## src/bfskm_pkg.sv

```systemverilog
// Shared types, constants and the sine lookup table of the binary FSK modulator.
// No dependencies; every other source file of the block imports this package.
package bfskm_pkg;

  localparam int MSG_LEN_DEF = 32;
  localparam int TABLE_LEN   = 83;
  localparam int TAB_W       = $clog2(TABLE_LEN);
  localparam int SAMPLE_W    = 12;
  localparam int IDX_W       = 5;

  // Command codes carried in the cmd field.
  localparam logic [1:0] CMD_LOAD  = 2'd0;
  localparam logic [1:0] CMD_START = 2'd1;
  localparam logic [1:0] CMD_TICK  = 2'd2;

  typedef struct packed {
    logic [1:0]       cmd;
    logic [IDX_W-1:0] bit_index;
    logic             bit_value;
    logic             timer_id;
  } in_item_t;

  typedef struct packed {
    logic [SAMPLE_W-1:0] sample;
    logic                symbol_end;
    logic                message_end;
  } out_item_t;

  typedef logic [TABLE_LEN-1:0][SAMPLE_W-1:0] sine_rom_t;

  // Fixed-point constants of the table generator (angles in Q30).
  localparam longint          Q30_ONE      = 64'sd1073741824;
  localparam longint unsigned PI_Q30       = 64'd3373259426;
  localparam longint unsigned HALF_PI_Q30  = 64'd1686629713;
  localparam longint unsigned TWO_PI_MICRO = 64'd6283184;
  localparam longint unsigned MICRO        = 64'd1000000;
  localparam longint unsigned TAYLOR_DIV [8] = '{64'd6, 64'd20, 64'd42, 64'd72,
                                                 64'd110, 64'd156, 64'd210, 64'd272};

  // One table entry: 2048 * (1 + sin(2 pi i / TABLE_LEN)), evaluated with a
  // truncated Taylor series in Q30. Only ever evaluated during elaboration.
  function automatic logic [SAMPLE_W-1:0] sine_entry(input int unsigned idx);
    longint unsigned theta;
    longint unsigned x2;
    longint unsigned term;
    longint unsigned v;
    longint          sum;
    longint          u;
    logic            neg;
    theta = ((TWO_PI_MICRO * longint'(idx)) << 30) / (MICRO * TABLE_LEN);
    neg   = 1'b0;
    if (theta >= PI_Q30) begin
      theta = theta - PI_Q30;
      neg   = 1'b1;
    end
    if (theta > HALF_PI_Q30) begin
      theta = (theta >= PI_Q30) ? 64'd0 : PI_Q30 - theta;
    end
    x2   = (theta * theta) >> 30;
    term = theta;
    sum  = longint'(theta);
    for (int k = 1; k <= 8; k++) begin
      term = (term * x2) >> 30;
      term = term / TAYLOR_DIV[k-1];
      if ((k & 1) != 0) begin
        sum = sum - longint'(term);
      end else begin
        sum = sum + longint'(term);
      end
    end
    u = neg ? (Q30_ONE - sum) : (Q30_ONE + sum);
    if (u < 0) begin
      u = 0;
    end
    v = longint'(u) >> 19;
    if (v > 64'd4095) begin
      v = 64'd4095;
    end
    return v[SAMPLE_W-1:0];
  endfunction

  function automatic sine_rom_t build_sine_rom();
    sine_rom_t rom;
    for (int i = 0; i < TABLE_LEN; i++) begin
      rom[i] = sine_entry(i);
    end
    return rom;
  endfunction

  localparam sine_rom_t SINE_ROM = build_sine_rom();

endpackage

```

## src/bfskm_msg_mem.sv

```systemverilog
// Message bit store: a one-bit-wide synchronous memory, one write and one read port.
// Read data is registered; a write to the address being read is forwarded.
module bfskm_msg_mem #(
  parameter int MSG_LEN = bfskm_pkg::MSG_LEN_DEF,
  parameter int AW      = 5
) (
  input  logic          clk,
  input  logic          wr_en,
  input  logic [AW-1:0] wr_addr,
  input  logic          wr_bit,
  input  logic [AW-1:0] rd_addr,
  output logic          rd_bit
);
  import bfskm_pkg::*;

  logic mem [MSG_LEN];
  logic rd_bit_r;

  always_ff @(posedge clk) begin
    if (wr_en) begin
      mem[wr_addr] <= wr_bit;
    end
  end

  always_ff @(posedge clk) begin
    if (wr_en && (wr_addr == rd_addr)) begin
      rd_bit_r <= wr_bit;
    end else begin
      rd_bit_r <= mem[rd_addr];
    end
  end

  assign rd_bit = rd_bit_r;

endmodule

```

## src/bfskm_seq.sv

```systemverilog
// Modulator sequencer: command decode, bit/table/cycle counters and sample lookup.
// Uses bfskm_pkg for the item types, command codes and the sine table.
module bfskm_seq #(
  parameter int MSG_LEN = bfskm_pkg::MSG_LEN_DEF,
  parameter int AW      = 5
) (
  input  logic                clk,
  input  logic                rst_n,
  input  logic                take,
  input  bfskm_pkg::in_item_t item,
  input  logic                cur_bit,
  output logic                wr_en,
  output logic [AW-1:0]       wr_addr,
  output logic                wr_bit,
  output logic [AW-1:0]       rd_addr,
  output logic                res_valid,
  output bfskm_pkg::out_item_t res
);
  import bfskm_pkg::*;

  localparam int IW = (AW > IDX_W) ? AW : IDX_W;

  logic             sending_r, sending_nxt;
  logic [AW-1:0]    bit_pos_r, bit_pos_nxt;
  logic [TAB_W-1:0] tab_pos_r, tab_pos_nxt;
  logic             cyc_r, cyc_nxt;
  logic [IW-1:0]    idx_ext;
  logic             idx_ok;

  assign idx_ext = IW'(item.bit_index);
  assign idx_ok  = (int'(item.bit_index) < MSG_LEN);
  assign wr_addr = idx_ext[AW-1:0];
  assign wr_bit  = item.bit_value;
  // The store is read at the position the next beat will use, so the current
  // bit is always waiting in the read register.
  assign rd_addr = bit_pos_nxt;

  always_comb begin
    sending_nxt = sending_r;
    bit_pos_nxt = bit_pos_r;
    tab_pos_nxt = tab_pos_r;
    cyc_nxt     = cyc_r;
    wr_en       = 1'b0;
    res_valid   = 1'b0;
    res         = '0;
    if (take) begin
      unique case (item.cmd)
        CMD_LOAD: begin
          wr_en = !sending_r && idx_ok;
        end
        CMD_START: begin
          if (!sending_r) begin
            sending_nxt = 1'b1;
            bit_pos_nxt = '0;
            tab_pos_nxt = '0;
            cyc_nxt     = 1'b0;
          end
        end
        CMD_TICK: begin
          if (sending_r && (cur_bit == item.timer_id)) begin
            res_valid  = 1'b1;
            res.sample = SINE_ROM[tab_pos_r];
            if (tab_pos_r == TAB_W'(TABLE_LEN - 1)) begin
              tab_pos_nxt = '0;
              // A one lasts a single table cycle, a zero lasts two.
              if (cur_bit || cyc_r) begin
                cyc_nxt        = 1'b0;
                res.symbol_end = 1'b1;
                if (bit_pos_r == AW'(MSG_LEN - 1)) begin
                  bit_pos_nxt     = '0;
                  sending_nxt     = 1'b0;
                  res.message_end = 1'b1;
                end else begin
                  bit_pos_nxt = bit_pos_r + 1'b1;
                end
              end else begin
                cyc_nxt = 1'b1;
              end
            end else begin
              tab_pos_nxt = tab_pos_r + 1'b1;
            end
          end
        end
        default: begin
        end
      endcase
    end
  end

  always_ff @(posedge clk) begin
    if (!rst_n) begin
      sending_r <= 1'b0;
      bit_pos_r <= '0;
      tab_pos_r <= '0;
      cyc_r     <= 1'b0;
    end else begin
      sending_r <= sending_nxt;
      bit_pos_r <= bit_pos_nxt;
      tab_pos_r <= tab_pos_nxt;
      cyc_r     <= cyc_nxt;
    end
  end

endmodule

```

## src/bfskm_out_buf.sv

```systemverilog
// Result output register with one skid entry behind it.
// Uses bfskm_pkg for the result item type.
module bfskm_out_buf (
  input  logic                 clk,
  input  logic                 rst_n,
  input  logic                 res_valid,
  input  bfskm_pkg::out_item_t res,
  output logic                 full,
  output logic                 out_valid,
  input  logic                 out_stall,
  output bfskm_pkg::out_item_t out_data
);
  import bfskm_pkg::*;

  logic      out_v_r, out_v_nxt;
  logic      skid_v_r, skid_v_nxt;
  out_item_t out_d_r, out_d_nxt;
  out_item_t skid_d_r, skid_d_nxt;
  logic      out_take;

  assign out_take  = out_v_r && !out_stall;
  assign full      = skid_v_r;
  assign out_valid = out_v_r;
  assign out_data  = out_d_r;

  always_comb begin
    out_v_nxt  = out_v_r;
    skid_v_nxt = skid_v_r;
    out_d_nxt  = out_d_r;
    skid_d_nxt = skid_d_r;
    if (skid_v_r) begin
      // No new result can arrive while the skid entry is occupied.
      if (out_take) begin
        out_d_nxt  = skid_d_r;
        skid_v_nxt = 1'b0;
      end
    end else if (res_valid) begin
      if (!out_v_r || out_take) begin
        out_d_nxt = res;
        out_v_nxt = 1'b1;
      end else begin
        skid_d_nxt = res;
        skid_v_nxt = 1'b1;
      end
    end else if (out_take) begin
      out_v_nxt = 1'b0;
    end
  end

  always_ff @(posedge clk) begin
    if (!rst_n) begin
      out_v_r  <= 1'b0;
      skid_v_r <= 1'b0;
    end else begin
      out_v_r  <= out_v_nxt;
      skid_v_r <= skid_v_nxt;
    end
  end

  always_ff @(posedge clk) begin
    out_d_r  <= out_d_nxt;
    skid_d_r <= skid_d_nxt;
  end

endmodule

```

## src/bfsk_sine_modulator_core.sv

```systemverilog
// Binary FSK modulator, top level. Load message bits by index, send a start command,
// then feed timer ticks; each tick from the timer matching the current bit yields the
// next 12-bit sine sample, a one lasting one table cycle and a zero two. One beat is
// accepted every clock cycle unless the input is stalled: the command is decoded and the
// counters updated in the cycle it is accepted, and its sample is registered at that
// same edge, in the output register or, if that holds a waiting result, in the skid
// entry. The message bits sit in a single-bit synchronous memory that is read every
// cycle at the position the next beat will use, with same-address writes forwarded,
// so no tick ever waits for it. An output register plus one skid entry lets the input
// keep flowing while a result waits; the input stalls only when both are full.
// Depends on bfskm_pkg, bfskm_msg_mem, bfskm_seq and bfskm_out_buf.
module bfsk_sine_modulator_core #(
  parameter int MSG_LEN = bfskm_pkg::MSG_LEN_DEF
) (
  input  logic                 clk,
  input  logic                 rst_n,
  input  logic                 in_valid,
  output logic                 in_stall,
  input  bfskm_pkg::in_item_t  in_data,
  output logic                 out_valid,
  input  logic                 out_stall,
  output bfskm_pkg::out_item_t out_data
);
  import bfskm_pkg::*;

  localparam int AW = (MSG_LEN > 1) ? $clog2(MSG_LEN) : 1;

  logic          take;
  logic          cur_bit;
  logic          wr_en;
  logic [AW-1:0] wr_addr;
  logic          wr_bit;
  logic [AW-1:0] rd_addr;
  logic          res_valid;
  out_item_t     res;
  logic          full;

  assign in_stall = full;
  assign take     = in_valid && !full;

  bfskm_msg_mem #(
    .MSG_LEN (MSG_LEN),
    .AW      (AW)
  ) u_mem (
    .clk     (clk),
    .wr_en   (wr_en),
    .wr_addr (wr_addr),
    .wr_bit  (wr_bit),
    .rd_addr (rd_addr),
    .rd_bit  (cur_bit)
  );

  bfskm_seq #(
    .MSG_LEN (MSG_LEN),
    .AW      (AW)
  ) u_seq (
    .clk       (clk),
    .rst_n     (rst_n),
    .take      (take),
    .item      (in_data),
    .cur_bit   (cur_bit),
    .wr_en     (wr_en),
    .wr_addr   (wr_addr),
    .wr_bit    (wr_bit),
    .rd_addr   (rd_addr),
    .res_valid (res_valid),
    .res       (res)
  );

  bfskm_out_buf u_out (
    .clk       (clk),
    .rst_n     (rst_n),
    .res_valid (res_valid),
    .res       (res),
    .full      (full),
    .out_valid (out_valid),
    .out_stall (out_stall),
    .out_data  (out_data)
  );

endmodule

```

## config.mk

```make
export PLATFORM = sky130hd
export DESIGN_NAME = bfsk_sine_modulator_core
export DESIGN_NICKNAME = d
export VERILOG_FILES = /design/src/bfskm_pkg.sv /design/src/bfskm_msg_mem.sv /design/src/bfskm_seq.sv /design/src/bfskm_out_buf.sv /design/src/bfsk_sine_modulator_core.sv
export SDC_FILE = /design/constraint.sdc
export NUM_CORES = 1
export LEC_CHECK = 0
export BUFFER_PORTS_ARGS = -buffer_cell sky130_fd_sc_hd__buf_2
export CAP_MARGIN = 5
export CORE_MARGIN = 3
export CORE_UTILIZATION = 50
export DETAILED_ROUTE_END_ITERATION = 7
export PLACE_DENSITY = 0.67
export SYNTH_ARGS = -nofsm -noshare
export SYNTH_HDL_FRONTEND = slang
export SYNTH_SLANG_ARGS = --single-unit
```

## constraint.sdc

```tcl
create_clock -name clk -period 9.86 [get_ports clk]
set_clock_uncertainty 0.05 [all_clocks]
set_input_delay 0.986 -clock clk [delete_from_list [all_inputs] [get_ports clk]]
set_output_delay 0.986 -clock clk [all_outputs]
set_load 0.02 [all_outputs]
```

==> out/qor.yml, run 1 <==
outcome: "completed"
syn-cell-area_um2: 5790
ios: 29
synth-seq-area-share: 0.425
cellPowerDensity_nw_per_um2: 130
slew_viol_final: 0
final_worst_path_period_need_ps: 5150
grt_setup_unrepaired: "no"
synth_edf_count: 60
postSynthCellCount: 618
numPortBuffers: 28
synth_most_common_cell: "sky130_fd_sc_hd__nor2_1"
p_leak_uw: 0.00239
vias_in_the_first_global_route: 4619
clock_power_share: 0.454
timing.critical_path.arrival_ps: 5410
net_count_after_synthesis: 653
power.share.sequential: 0.510
clock_tree.buffer_depth: 2
met3_usage: 0.0467
worstPathRequired_ps: 10120
vias: 5001
core_area_um2: 11100
cts.sink_count: 93
detail_route.iter0.violations: 682
area_growth_syn_to_layout_pct: 7.95
timing_hold_violations_final: 0
drt_wl_total_mm: 15.4
dr.pass1.iters: 6
die_height_um: 114
worstSetupStartpointType: "flip-flop"
insertedDiodeCount: 0
avgViaCountPerCell: 6.53
timing.slew.headroom: 0.270
number_of_clock_buffers_inserted_by_tritoncts: 9
route.detailed.wl_per_inst_um: 20.1
worstSkewPairLatency_ps: 360
top_usage_layer: "met1"
achievable-frequency_ghz: 0.194
grt_max_degree: 44
rows: 38
fin_setup_tns_ps: 0
final_min_period_over_clock_period: 0.523
groute.layer.met1.usage: 0.364
die_area_um2: 12900
crit_path_max_fanout: 19
final.fill_count: 980
maxCapViolCount: 0
synthDominantCellAreaShare: 0.311
grt_pass1_wl_mm: 25.1
fraction_of_final_layout_cells_with_drive_strength_greater_than_1: 0.115
criticalPathCategory: "reg2reg"
grt_antenna_before_repair: 0
hold_wc_startpoint: "u_seq.cyc_r$_SDFFE_PN0P_"
synthesis.yosys.warnings: 0
hold_path.class: "reg2reg"
route.detailed.drc: 0
post_synth_num_cell_types: 74
multiInputGateArea_um2: 3060
synth_ff_type: "sky130_fd_sc_hd__edfxtp_1"
place_congestion: 0.987
grt-ovfl-total: 0
hold_ws_ps: 452
grt_use_total: 0.245
synth_area_per_cell_um2: 9.38
clk_pin_slew_ps: 80
detail-route-antenna-nets: 0
nNetsFinal: 656
share_comb_of_total_power: 0.036
power.net_switching_uw: 176
synth_async_sr_flop_share: 0
ctsHoldBuffers: 0
grt_use_met2: 0.355
internal_power_uw: 636
cts.repair.resized: 0
ctsRootBufferMaster: "sky130_fd_sc_hd__clkbuf_16"
synth.top_cells.by_count: "77 x sky130_fd_sc_hd__nor2_1, 60 x sky130_fd_sc_hd__edfxtp_1, 40 x sky130_fd_sc_hd__nand2_1"
yosys.area.top_type: "sky130_fd_sc_hd__edfxtp_1"
sequential_cell_area_um2: 2460
initial_core_util: 0.523
detailedPlacementHpwl_mm: 10.3
timing.critical_path.to_type: "flip-flop"
final-setup-viol-count: 0
postCtsSetupRepairBufs: 0
swShare: 0.216
vdd.ir_drop.worst_uv: 108
cts_tree: "done"
timing_worst_slew_pin_value_ps: 1090
synth.area.top_cells: "sky130_fd_sc_hd__edfxtp_1 31%, sky130_fd_sc_hd__dfxtp_1 11%, sky130_fd_sc_hd__nor2_1 5.0%"
yosys_register_bits: 93
die-width_um: 114
cts.htree.levels: 3
## final timing paths
path	end	slack, ps	depth (start not counted)
setup / recovery	flip-flop	4710	11
hold / removal	u_seq.cyc_r$_SDFFE_PN0P_	450	2
setup reg to reg	flip-flop	4710	11
hold reg to reg	u_seq.cyc_r$_SDFFE_PN0P_	450	2
## final cells by class
cell class	count	area share
Multi-Input combinational cell	465	0.488
Tap cell	140	0.0280
Sequential cell	93	0.394
Clock buffer	10	0.0400
Inverter	20	0.0120
Clock inverter	6	0.0106
Timing Repair Buffer	32	0.0272
## critical path: stages (launching register included)
cell	delay, ps
sky130_fd_sc_hd__dfxtp_1	910
sky130_fd_sc_hd__mux2i_1	310
sky130_fd_sc_hd__a22oi_1	120
sky130_fd_sc_hd__nand3_1	120
sky130_fd_sc_hd__and4_1	430
sky130_fd_sc_hd__mux2i_4	660
sky130_fd_sc_hd__o41ai_1	170
sky130_fd_sc_hd__o21ai_1	820
sky130_fd_sc_hd__clkinv_1	610
sky130_fd_sc_hd__nor2_1	450
sky130_fd_sc_hd__nor4b_1	300
sky130_fd_sc_hd__a211o_1	140
## per-layer routing
layer,share of wire,vias up
li1,-,2308
met1,0.44,2379
met2,0.44,285
met3,0.099,29
met4,0.017,0
met5,0,-
## layout by cell type, fill, tap and decap left out, types with 6 or more instances in the layout
cell / n
sky130_fd_sc_hd__inv_1: 14
sky130_fd_sc_hd__a211oi_1: 15
sky130_fd_sc_hd__nand3_1: 26
sky130_fd_sc_hd__nor3_1: 11
sky130_fd_sc_hd__clkbuf_16: 10
sky130_fd_sc_hd__nand2_1: 40
sky130_fd_sc_hd__a21oi_1: 26
sky130_fd_sc_hd__nor2b_1: 7
sky130_fd_sc_hd__buf_2: 28
sky130_fd_sc_hd__mux2i_1: 25
sky130_fd_sc_hd__and2_1: 23
sky130_fd_sc_hd__o21ai_0: 27
sky130_fd_sc_hd__edfxtp_1: 60
sky130_fd_sc_hd__a22oi_1: 7
sky130_fd_sc_hd__dfxtp_1: 33
sky130_fd_sc_hd__ha_1: 22
sky130_fd_sc_hd__nand3b_1: 8
sky130_fd_sc_hd__a21o_1: 16
sky130_fd_sc_hd__and3_1: 14
sky130_fd_sc_hd__nor2_1: 77
sky130_fd_sc_hd__o21ai_1: 6
## logic make-up after synthesis
kind of cell | share of synthesized area
simple gates | 0.204
fa+ha+maj | 0.0475
mux | 0.0628
flops | 0.425
compound gates | 0.202
buf+inv | 0.0477
xor+xnor | 0.0106
## power by group through the flow
stage / registers (µW) / clock network (µW) / logic (µW)
after floorplan: 423 / 0 / 16.7
after global placement: 423 / 0 / 28.0
after detailed placement: 423 / 0 / 28.7
after CTS: 414 / 374 / 28.8
after global routing: 414 / 388 / 31.7
final: 414 / 368 / 29.1
## through the flow
| stage | area [µm²] | total power (µW) | setup slack (ps) | utilization | instances |
|---|---|---|---|---|---|
| after floorplan | 5790 | 440 | 5680 | - | 618 |
| after global routing | 6250 | 834 | 4290 | 0.565 | 766 |
| final | 6250 | 811 | 4710 | 0.565 | 766 |
| after CTS | 6250 | 817 | 4740 | 0.565 | 766 |
| after global placement | 5940 | 451 | 4930 | 0.536 | 750 |
| after detailed placement | 5940 | 451 | 4810 | 0.536 | 750 |
(Power assumes the default switching activity.)
==> inputs of run 2 (changes only) <==
--- a/config.mk
+++ b/config.mk
@@ -5,12 +5,13 @@
 export SDC_FILE = /design/constraint.sdc
 export NUM_CORES = 1
 export LEC_CHECK = 0
+export ABC_AREA = 1
 export BUFFER_PORTS_ARGS = -buffer_cell sky130_fd_sc_hd__buf_2
 export CAP_MARGIN = 5
 export CORE_MARGIN = 3
 export CORE_UTILIZATION = 50
 export DETAILED_ROUTE_END_ITERATION = 7
-export PLACE_DENSITY = 0.67
+export PLACE_DENSITY = 0.7
 export SYNTH_ARGS = -nofsm -noshare
 export SYNTH_HDL_FRONTEND = slang
 export SYNTH_SLANG_ARGS = --single-unit
==> constraint.sdc (replaced) <==
create_clock -name clk -period 4.7 [get_ports clk]
set_clock_uncertainty 0.05 [all_clocks]
set_input_delay 0.47 -clock clk [delete_from_list [all_inputs] [get_ports clk]]
set_output_delay 0.47 -clock clk [all_outputs]
set_load 0.02 [all_outputs]
==> out/qor.yml, run 2 <==
ios: 29  # unchanged
reg2reg_setup_slack_ps: 780  # -3920 ps
vias_in_the_first_global_route: 5005  # +8.4%
detailedPlacementHpwl_mm: 10.6  # +3.0%
worstPathRequired_ps: 4920  # -5200 ps
layout.cells.most_common: "sky130_fd_sc_hd__nand2_1"
ctsHoldBuffers: 0  # unchanged
detail_route.iter0.violations: 569  # -17%
outcome: "completed"
cts.sink_count: 93  # unchanged
cellPowerDensity_nw_per_um2: 317  # +140%
ctsRootBufferMaster: "sky130_fd_sc_hd__clkbuf_16"
synth.top_cells.by_count: "205 x sky130_fd_sc_hd__nand2_1, 125 x sky130_fd_sc_hd__nand3_1, 73 x sky130_fd_sc_hd__inv_1"
achievable-frequency_ghz: 0.255  # +32%
synthDominantCellAreaShare: 0.316  # +0.00463
slew_viol_final: 0  # unchanged
final_min_period_over_clock_period: 0.834  # +0.311
clock_tree.buffer_depth: 2  # unchanged
grt_setup_unrepaired: "no"
cts.htree.levels: 3  # unchanged
postCtsSetupRepairBufs: 0  # unchanged
grt_pass1_wl_mm: 25.1  # -0.20%
die_height_um: 113  # -0.70%
worstSkewPairLatency_ps: 350  # about the same
route.detailed.wl_per_inst_um: 16.8  # -17%
yosys.area.top_type: "sky130_fd_sc_hd__edfxtp_1"
number_of_clock_buffers_inserted_by_tritoncts: 9  # unchanged
syn-cell-area_um2: 5710  # -1.5%
final_worst_path_period_need_ps: 3920  # -1240 ps
crit_path_max_fanout: 10  # -9
post-layout-total-power_uw: 1970  # +140%
post-place-ws_ps: 946  # -3860 ps
rows: 38  # unchanged
clk_pin_slew_ps: 70  # about the same
synthesis.yosys.warnings: 0  # unchanged
insertedDiodeCount: 0  # unchanged
timing.critical_path.to_type: "flip-flop"
synth-seq-area-share: 0.431  # +0.00633
finish.utilization: 0.567  # +0.00204
synth_area_per_cell_um2: 7.62  # -19%
die-width_um: 113  # -0.70%
dr.pass1.iters: 6  # unchanged
detail-route-antenna-nets: 0  # unchanged
maxCapViolCount: 0  # unchanged
timing_hold_violations_final: 0  # unchanged
final-setup-viol-count: 0  # unchanged
synth_async_sr_flop_share: 0  # unchanged
vdd.ir_drop.worst_uv: 212  # +96%
timing.slew.headroom: 0.377  # +0.107
fraction_of_final_layout_cells_with_drive_strength_greater_than_1: 0.110  # -0.00463
grt-ovfl-total: 0  # unchanged
die_area_um2: 12700  # -1.4%
timing.critical_path.arrival_ps: 4140  # -1270 ps
postSynthCellCount: 749  # +21%
place_congestion: 0.967  # -2.1%
net_count_after_synthesis: 784  # +20%
nNetsFinal: 800  # +22%
fin_setup_tns_ps: 0  # unchanged
hold_path.class: "in2reg"
synth_edf_count: 60  # unchanged
cts.repair.resized: 0  # unchanged
area_growth_syn_to_layout_pct: 9.01
numPortBuffers: 28  # unchanged
cts_tree: "done"
grt_use_total: 0.246  # +0.000652
avgViaCountPerCell: 5.70  # -13%
layout.cells.most_common_list: "205 x sky130_fd_sc_hd__nand2_1, 125 x sky130_fd_sc_hd__nand3_1, 73 x sky130_fd_sc_hd__inv_1"
grt_max_degree: 44  # unchanged
criticalPathCategory: "reg2reg"
post_synth_num_cell_types: 42  # -43%
grt_antenna_before_repair: 0  # unchanged
synth_most_common_cell: "sky130_fd_sc_hd__nand2_1"
vias: 5187  # +3.7%
synth_ff_type: "sky130_fd_sc_hd__edfxtp_1"
setup_ws_ps: 781  # -3920 ps
synth.area.top_cells: "sky130_fd_sc_hd__edfxtp_1 32%, sky130_fd_sc_hd__nand2_1 13%, sky130_fd_sc_hd__dfxtp_1 12%"
initial_core_util: 0.520  # -0.00322
worstSetupStartpointType: "flip-flop"
route.detailed.drc: 0  # unchanged
core_area_um2: 11000  # -0.86%
timing_worst_slew_pin_value_ps: 926  # -168 ps
drt_wl_total_mm: 15.3  # -0.87%
p_leak_uw: 0.00269  # +13%
final.fill_count: 1045  # +6.6%
yosys_register_bits: 93  # unchanged
hold_wc_startpoint: "in_valid"
run 2: changes by cell type in the layout (fill, tap and decap cells not counted), sizes merged, moves of 23 or more:
cell   before  now
nand3      26  134
mux2i      28    0
inv        21   85
and2       23    0
nand2      40  216
run 2: path summary, 6_finish.rpt:
kind,end,cells after the start
max,flip-flop,24
min,u_seq.sending_r$_SDFFE_PN0P_,3
max reg2reg,flip-flop,24
min reg2reg,u_seq.cyc_r$_SDFFE_PN0P_,2
run 2: where the power goes:
| part | total (µW) | switching (µW) | internal [µW] | leakage (µW) |
|---|---|---|---|---|
| Sequential | 900 | 12.2 | 888 | 0.000811 |
| Clock | 798 | 322 | 476 | 0.000160 |
| Combinational | 277 | 198 | 78.5 | 0.00172 |
run 2: logic make-up after synthesis:
kind of cell | Yosys count | share of synthesized area
adders and majority gates | 22 | 0.0482
AOI/OAI and AO/OA | 73 | 0.0721
xor gates and xnor gates | 5 | 0.00767
DFF | 93 | 0.431
buffers and inverters | 114 | 0.0888
and+or+nand+nor | 442 | 0.352
run 2: critical path, cell delays in order, from the launching register on:
cell	delay [ps]
sky130_fd_sc_hd__dfxtp_1	540
sky130_fd_sc_hd__buf_4	230
sky130_fd_sc_hd__nand2_1	60
sky130_fd_sc_hd__nand3_1	80
sky130_fd_sc_hd__nand3_1	90
sky130_fd_sc_hd__nand2_1	70
sky130_fd_sc_hd__nand2_1	60
sky130_fd_sc_hd__nand3_2	110
sky130_fd_sc_hd__nand2_2	80
sky130_fd_sc_hd__nand2_2	80
sky130_fd_sc_hd__nand3_4	110
sky130_fd_sc_hd__nand2_8	130
sky130_fd_sc_hd__nand3_1	80
sky130_fd_sc_hd__nand2_1	190
sky130_fd_sc_hd__nand2_1	270
sky130_fd_sc_hd__inv_1	230
sky130_fd_sc_hd__ha_1	390
sky130_fd_sc_hd__nand4_1	250
sky130_fd_sc_hd__nand3_1	200
sky130_fd_sc_hd__nand3_1	90
sky130_fd_sc_hd__nand2_1	80
sky130_fd_sc_hd__nand2_1	80
sky130_fd_sc_hd__nand2_1	120
sky130_fd_sc_hd__nand2_1	50
sky130_fd_sc_hd__nand2_1	110
run 2: metal layers:
metal / global-route usage / share of wire / routed length [µm] / vias to the layer above
li1: - / - / - / 2519
met1: 0.313 / 0.40 / 6160 / 2357
met2: 0.408 / 0.48 / 7320 / 260
met3: 0.0401 / 0.080 / 1230 / 51
met4: 0.119 / 0.038 / 582 / 0
met5: 0 / 0 / 0 / -
run 2: cell type report:
type | count | area, µm² | area share
Tap cell | 140 | 175 | 0.0281
Clock inverter | 6 | 97.6 | 0.0157
Timing Repair Buffer | 36 | 200 | 0.0322
Sequential cell | 93 | 2460 | 0.396
Multi-Input combinational cell | 542 | 2740 | 0.440
Clock buffer | 10 | 229 | 0.0368
Inverter | 83 | 319 | 0.0513
run 2: through the flow:
| stage | instance area [µm²] | std cells | hold WS, ps |
|---|---|---|---|
| final | 6220 | 910 | 426 |
| after global routing | 6220 | 910 | 450 |
| after CTS | 6220 | 910 | 408 |
| after detailed placement | 5900 | 894 | 433 |
| after global placement | 5900 | 894 | 418 |
| after floorplan | 5710 | 749 | 400 |
